$ cat config.mk
export PLATFORM = sky130hd
export DESIGN_NAME = frag_ctrl
export DESIGN_NICKNAME = d
export VERILOG_FILES = /design/src/hw/rtl/frag_pkg.sv /design/src/hw/rtl/frag_ctrl.sv
export SDC_FILE = /design/constraint.sdc
export NUM_CORES = 1
export LEC_CHECK = 0
export BUFFER_PORTS_ARGS = -buffer_cell sky130_fd_sc_hd__buf_2
export CAP_MARGIN = 10
export CORE_AREA = 2 2 39 41
export DETAILED_ROUTE_END_ITERATION = 7
export DIE_AREA = 0 0 41 43
export PLACE_DENSITY = 0.68
export SLEW_MARGIN = 20
export SYNTH_ARGS = -nofsm -noshare
export SYNTH_HDL_FRONTEND = slang
export SYNTH_SLANG_ARGS = --single-unit
$ cat constraint.sdc
create_clock -name clk -period 2.3 [get_ports clk]
set_input_delay 0.115 -clock clk [delete_from_list [all_inputs] [get_ports clk]]
set_output_delay 0.115 -clock clk [all_outputs]
set_load 0.02 [all_outputs]
$ cat src/hw/rtl/frag_pkg.sv
package frag_pkg;

    // header layout
    localparam int HDR_BYTES = 10;
    localparam int POS_W     = 11;
    localparam logic [POS_W-1:0] POS_MAX = 11'd2047;
    localparam int DIV_W     = 17;
    localparam int DIV_STEPS = 17;
    localparam int OFF_W     = 25;

    // result codes
    typedef enum logic [1:0] {
        ST_REJECT = 2'd0,
        ST_MORE   = 2'd1,
        ST_DONE   = 2'd2,
        ST_READ   = 2'd3
    } status_t;

    // configuration register indexes
    localparam logic CFG_MAGIC   = 1'b0;
    localparam logic CFG_VERSION = 1'b1;

    // controller to datapath commands
    typedef struct packed {
        logic frag_acc;
        logic read_acc;
        logic div_load;
        logic div_step;
        logic mul_load;
        logic fin_eval;
        logic crc_step;
        logic crc_end;
        logic rd_out;
    } cmd_t;

    // datapath to controller status
    typedef struct packed {
        logic hdr_last;
        logic div_done;
        logic need_crc;
        logic crc_done;
        logic out_free;
    } stat_t;

    // crc-16/ccitt over one byte, msb first
    function automatic logic [15:0] crc16_byte(input logic [15:0] crc_in,
                                               input logic [7:0] data_in);
        logic [15:0] c;
        c = crc_in ^ {data_in, 8'h00};
        for (int b = 0; b < 8; b++) begin
            c = c[15] ? ({c[14:0], 1'b0} ^ 16'h1021) : {c[14:0], 1'b0};
        end
        return c;
    endfunction

endpackage

$ cat src/hw/rtl/frag_ctrl.sv
module frag_ctrl (
    input  logic          clk,
    input  logic          rst_n,
    input  logic          in_valid,
    input  logic          kind,
    input  logic          last_byte,
    output logic          in_ready,
    input  frag_pkg::stat_t st,
    output frag_pkg::cmd_t  cmd
);
    import frag_pkg::*;

    typedef enum logic [6:0] {
        S_IDLE = 7'b0000001,
        S_DIV  = 7'b0000010,
        S_MUL  = 7'b0000100,
        S_FIN  = 7'b0001000,
        S_CRC  = 7'b0010000,
        S_CEND = 7'b0100000,
        S_RDO  = 7'b1000000
    } state_t;

    state_t state_reg, state_next;
    logic   acc;

    assign in_ready = (state_reg == S_IDLE);
    assign acc      = in_valid && in_ready;

    // command decode
    always_comb
    begin
        cmd          = '0;
        cmd.frag_acc = acc && !kind;
        cmd.read_acc = acc && kind;
        cmd.div_load = acc && !kind && !last_byte && st.hdr_last;
        cmd.div_step = (state_reg == S_DIV);
        cmd.mul_load = (state_reg == S_MUL);
        cmd.fin_eval = (state_reg == S_FIN) && st.out_free;
        cmd.crc_step = (state_reg == S_CRC);
        cmd.crc_end  = (state_reg == S_CEND) && st.out_free;
        cmd.rd_out   = (state_reg == S_RDO) && st.out_free;
    end

    // next state
    always_comb
    begin
        state_next = state_reg;
        unique case (state_reg)
            S_IDLE:
            begin
                if (acc)
                begin
                    if (kind)
                        state_next = S_RDO;
                    else if (last_byte)
                        state_next = S_FIN;
                    else if (st.hdr_last)
                        state_next = S_DIV;
                end
            end
            S_DIV:
            begin
                if (st.div_done)
                    state_next = S_MUL;
            end
            S_MUL:  state_next = S_IDLE;
            S_FIN:
            begin
                if (st.out_free)
                    state_next = st.need_crc ? S_CRC : S_IDLE;
            end
            S_CRC:
            begin
                if (st.crc_done)
                    state_next = S_CEND;
            end
            S_CEND:
            begin
                if (st.out_free)
                    state_next = S_IDLE;
            end
            S_RDO:
            begin
                if (st.out_free)
                    state_next = S_IDLE;
            end
            default: state_next = S_IDLE;
        endcase
    end

    // state register
    always_ff @(posedge clk or negedge rst_n)
    begin
        if (!rst_n)
            state_reg <= S_IDLE;
        else
            state_reg <= state_next;
    end

endmodule

# == Word level (Yosys, flattened, before mapping) ==
# Index checks and enable logic that the tools add are counted.
# Widths: inputs -> output; s select.
# totals
reg_bits,7
output_inout_bits,10
word_cells,36
# classes
eq_ne,13
muxes,10
n_reduce_logical,12
# op_table
op,n
$mux 7,8
$pmux 7 s5,1
$logic_and 1x1->1,8
$eq 7x1->1 const B,1
$eq 7x2->1 const B,1
$eq 7x3->1 const B,1
$eq 7x4->1 const B,1
$eq 7x5->1 const B,1
$eq 7x6->1 const B,1
$eq 7x7->1 const B,1
$ne 2x2->1 const B,3
$reduce_and 6->1,1
$mux 5,1
$ne 2x1->1 const B,2
$ne 4x3->1 const B,1
$logic_not 1->1,2
$reduce_or 2->1,1

# == Longest topological paths before layout ==
# logic_depth
depth_word,5
mapped_depth,6
ltp_nobuf,5

# == Least setup slack after synthesis ==
# Ideal clock, no wire load.
# synth_timing
path_kind,register to register
start,reg state_reg[0]
end,reg state_reg[5]
setup_ns,0.128
t_arrival_ns,1.799
path_slack_ns,0.373
path_stages_with_launch,5
n_path_buf,0
period_less_slack_ns,1.927
cell_sequence,dfstp_2 -> or2b_2 -> nor2_1 -> a211oi_2 -> mux2_1
# synth_via
elab_chain_len,4
# synth_lines
element,line,text
"start, declared",frag_ctrl.sv:23,"state_t state_reg, state_next;"
"start signal, assigned",frag_ctrl.sv:97,state_reg <= state_next;
$eq 7x1->1 (*),frag_ctrl.sv:26,assign in_ready = (state_reg == S_IDLE);
named net in_ready,frag_ctrl.sv:7,"output logic in_ready,"
$logic_and 1x1->1,frag_ctrl.sv:27,assign acc = in_valid && in_ready;
$ne 2x1->1 (no line),n/a,
$reduce_and 6->1 (no line),n/a,
# Mark *: on every way through the listed nets, which the timed path passes. The rest lies on a longest branch.
# A chain may end at the register's enable or synchronous reset.

==> results.sh <==
export IMPL_grt_pass1_vias=443
export IMPL_cp_start_kind="flop"
export IMPL_slew_viol_final=0
export IMPL_rsz0062_at_grt="no"
export IMPL_insertion_delay_ns=0.25
export IMPL_p_leak_uw=0.000328
export IMPL_fmax_ghz=0.513
export IMPL_grt_max_degree=8
export IMPL_cap_viol_max_count=0
export IMPL_finalSetupViolations=0
export IMPL_synth_compound_area_share=0.155
export IMPL_rows=14
export IMPL_overflow=0
export IMPL_avgSynthCellArea_sq_um=9.08
export IMPL_num_vias=499
export IMPL_worstMarginPinSlew_ns=0.467
export IMPL_cts_root_buf="clkbuf_4"
export IMPL_synthAdderAreaFrac=0
export IMPL_grt_pass1_wl_microns=1810
export IMPL_n_antenna_cell=0
export IMPL_post_cts_resized=0
export IMPL_nFillCells=144
export IMPL_cp_max_fo=6
export IMPL_die_w_microns=41
export IMPL_cp_required_ns=2.18
export IMPL_muxShareOfSynthArea=0.0451
export IMPL_slew_headroom=0.686
export IMPL_vias_per_cell=5.31
export IMPL_crit_type="flop to output pin"
export IMPL_ys_warn_count=0
export IMPL_drc=0
export IMPL_postRouteAntennaNets=0
export IMPL_layout_common_cells="buf_2, nand2_1, nor2_1, dfrtp_1, nor3_1"
export IMPL_tns_ns=0
export IMPL_cts_inserted_buffers=3
export IMPL_netlist_area_sq_um=499
export IMPL_power_density_nw_per_um2=983
export IMPL_cts_max_level=1
export IMPL_wirelength_microns=1130
export IMPL_seq_area_sq_um=176
export IMPL_clock_sinks=7
export IMPL_syn_to_final_growth_pct=28.1
export IMPL_cts_setup_buffers=0
export IMPL_synth_top_family_by_area="simple AND/OR/NAND/NOR gates"
export IMPL_drt_pre_antenna_iters=4
export IMPL_antenna_found_initial=0
export IMPL_placed_cell_area_sq_um=603
export IMPL_synth_distinct_cells=31
export IMPL_dp_hpwl_microns=901
export IMPL_cts_max_path_buffers=2
export IMPL_synth_seq_cells=7
export IMPL_min_period_over_period=0.848
export IMPL_drive_above_1_share=0.410
export IMPL_synth_simple_area_share=0.398
export IMPL_hold_violations=0
export IMPL_ios=20
export IMPL_slowest_stage="dfstp_2"
export IMPL_mostFrequentLayoutCell="buf_2"
export IMPL_clkTransAtPathRegs_ns=0.05
export IMPL_status="finished clean"
export IMPL_ys_seq_area_frac=0.353
export IMPL_port_buffers=19
export IMPL_crit_chain="or2b_2 > nor2_1 > and3_1 > buf_2"
export IMPL_num_nets_final=89
export IMPL_gp_congestion=0.748
export IMPL_wl_per_cell_microns=12.0
export IMPL_die_y_microns=43
export IMPL_syn_inst=55
export IMPL_synthXorXnorAreaFrac=0.0175
export IMPL_critPathCaptureType="output pin"
export IMPL_die_area_sq_um=1760
export IMPL_multiInputGateArea_sq_um=308
export IMPL_clock_skew_ns=0.00696
export IMPL_largest_reg_flops=7
export IMPL_cpPeakStageDelay_ns=0.57
export IMPL_initial_core_util=0.361
export IMPL_synth_net_count=65
export IMPL_hp_class="input port to flop"
export IMPL_fin_crit_ns=1.95
export IMPL_coreArea_sq_um=1380
export IMPL_first_iter_violations=5
export IMPL_cts_tree="done"
export IMPL_post_route_cell_area_sq_um=639
export IMPL_worstPathArrival_ns=1.84
export IMPL_ir_worst_vdd_mv=0.422
export IMPL_grt_use_total=0.149
export IMPL_final_core_util=0.462
layout make-up:
type	count	area share
multi-input combinational	46	0.481
sequential	7	0.276
timing repair buffer	20	0.164
clock buffer	4	0.0411
tap	16	0.0313
inverter	1	0.00587
layer usage:
metal  vias up  part of all wire  track usage
li1        249                 -            -
met1       237              0.44        0.178
met2        13              0.51        0.244
met3         0             0.046       0.0471
met4         0                 0       0.0400
met5         -                 0            0
worst paths after layout:
kind | start | end | depth (start not counted) | slack [ns]
min in group asynchronous | rst_n | state_reg[3]$_DFFE_PN0P_ | 2 | 0.23
max in group asynchronous | rst_n | state_reg[0]$_DFFE_PN1P_ | 2 | 1.85
worst max register to register | state_reg[0]$_DFFE_PN1P_ | state_reg[5]$_DFFE_PN0P_ | 5 | 0.45
worst min register to register | state_reg[6]$_DFFE_PN0P_ | state_reg[6]$_DFFE_PN0P_ | 2 | 0.64
worst min-delay path | st[2] | state_reg[4]$_DFFE_PN0P_ | 3 | 0.08
worst max-delay path | state_reg[0]$_DFFE_PN1P_ | cmd[7] | 4 | 0.35
cells by family after synthesis:
group / Yosys count
multiplexers: 2
buffers and inverters: 2
XOR/XNOR: 1
AO/OA/AOI/OAI: 9
AND/OR/NAND/NOR: 34
flip-flops: 7
report_power, final:
group / internal, uW / switching [uW]
Clock: 66.0 / 41.1
Combinational: 134 / 193
Sequential: 156 / 38.3
synthesized netlist by cell type (all sizes together):
library cell	count	area, sq um
nor4b	1	8.76
nor2	7	28.8
inv	1	3.75
and2	2	13.8
a211oi	2	20.0
xor2	1	8.76
nor3b	1	7.51
o21bai	1	7.51
buf	1	11.3
o22a	2	17.5
nand2	6	22.5
a21oi	1	5.00
nand3b	2	18.8
nor3	4	20.0
and4	1	10.0
or2b	2	17.5
and3	3	20.0
nor4	2	12.5
mux2	2	22.5
o22ai	1	6.26
dfstp	1	26.3
o21ai	1	5.00
dfrtp	6	150
and3b	1	8.76
nand3	2	10.0
o32ai	1	16.3
metrics by stage:
stage / cells / worst slack [ns] / power [uW] / hold slack [ns]
after floorplan: 55 / 0.373 / 434 / -0.181
after global placement: 89 / 0.482 / 519 / -0.0475
after detailed placement: 89 / 0.477 / 519 / -0.0478
after CTS: 94 / 0.345 / 633 / 0.0780
after global routing: 94 / 0.252 / 683 / 0.0911
final: 94 / 0.350 / 629 / 0.0844
worst max-delay path: cells and delay by family, from the launching register on:
| kind | cells | cell delay [ns] |
|---|---|---|
| buf+inv | 1 | 0.17 |
| flops | 1 | 0.57 |
| simple gates | 3 | 0.85 |
repair_timing:
action	in CTS	in global routing
hold endpoints to repair	7	0
endpoints found under the setup margin	0	0
hold buffers	1	0
Power figures use the tool's default switching activity.
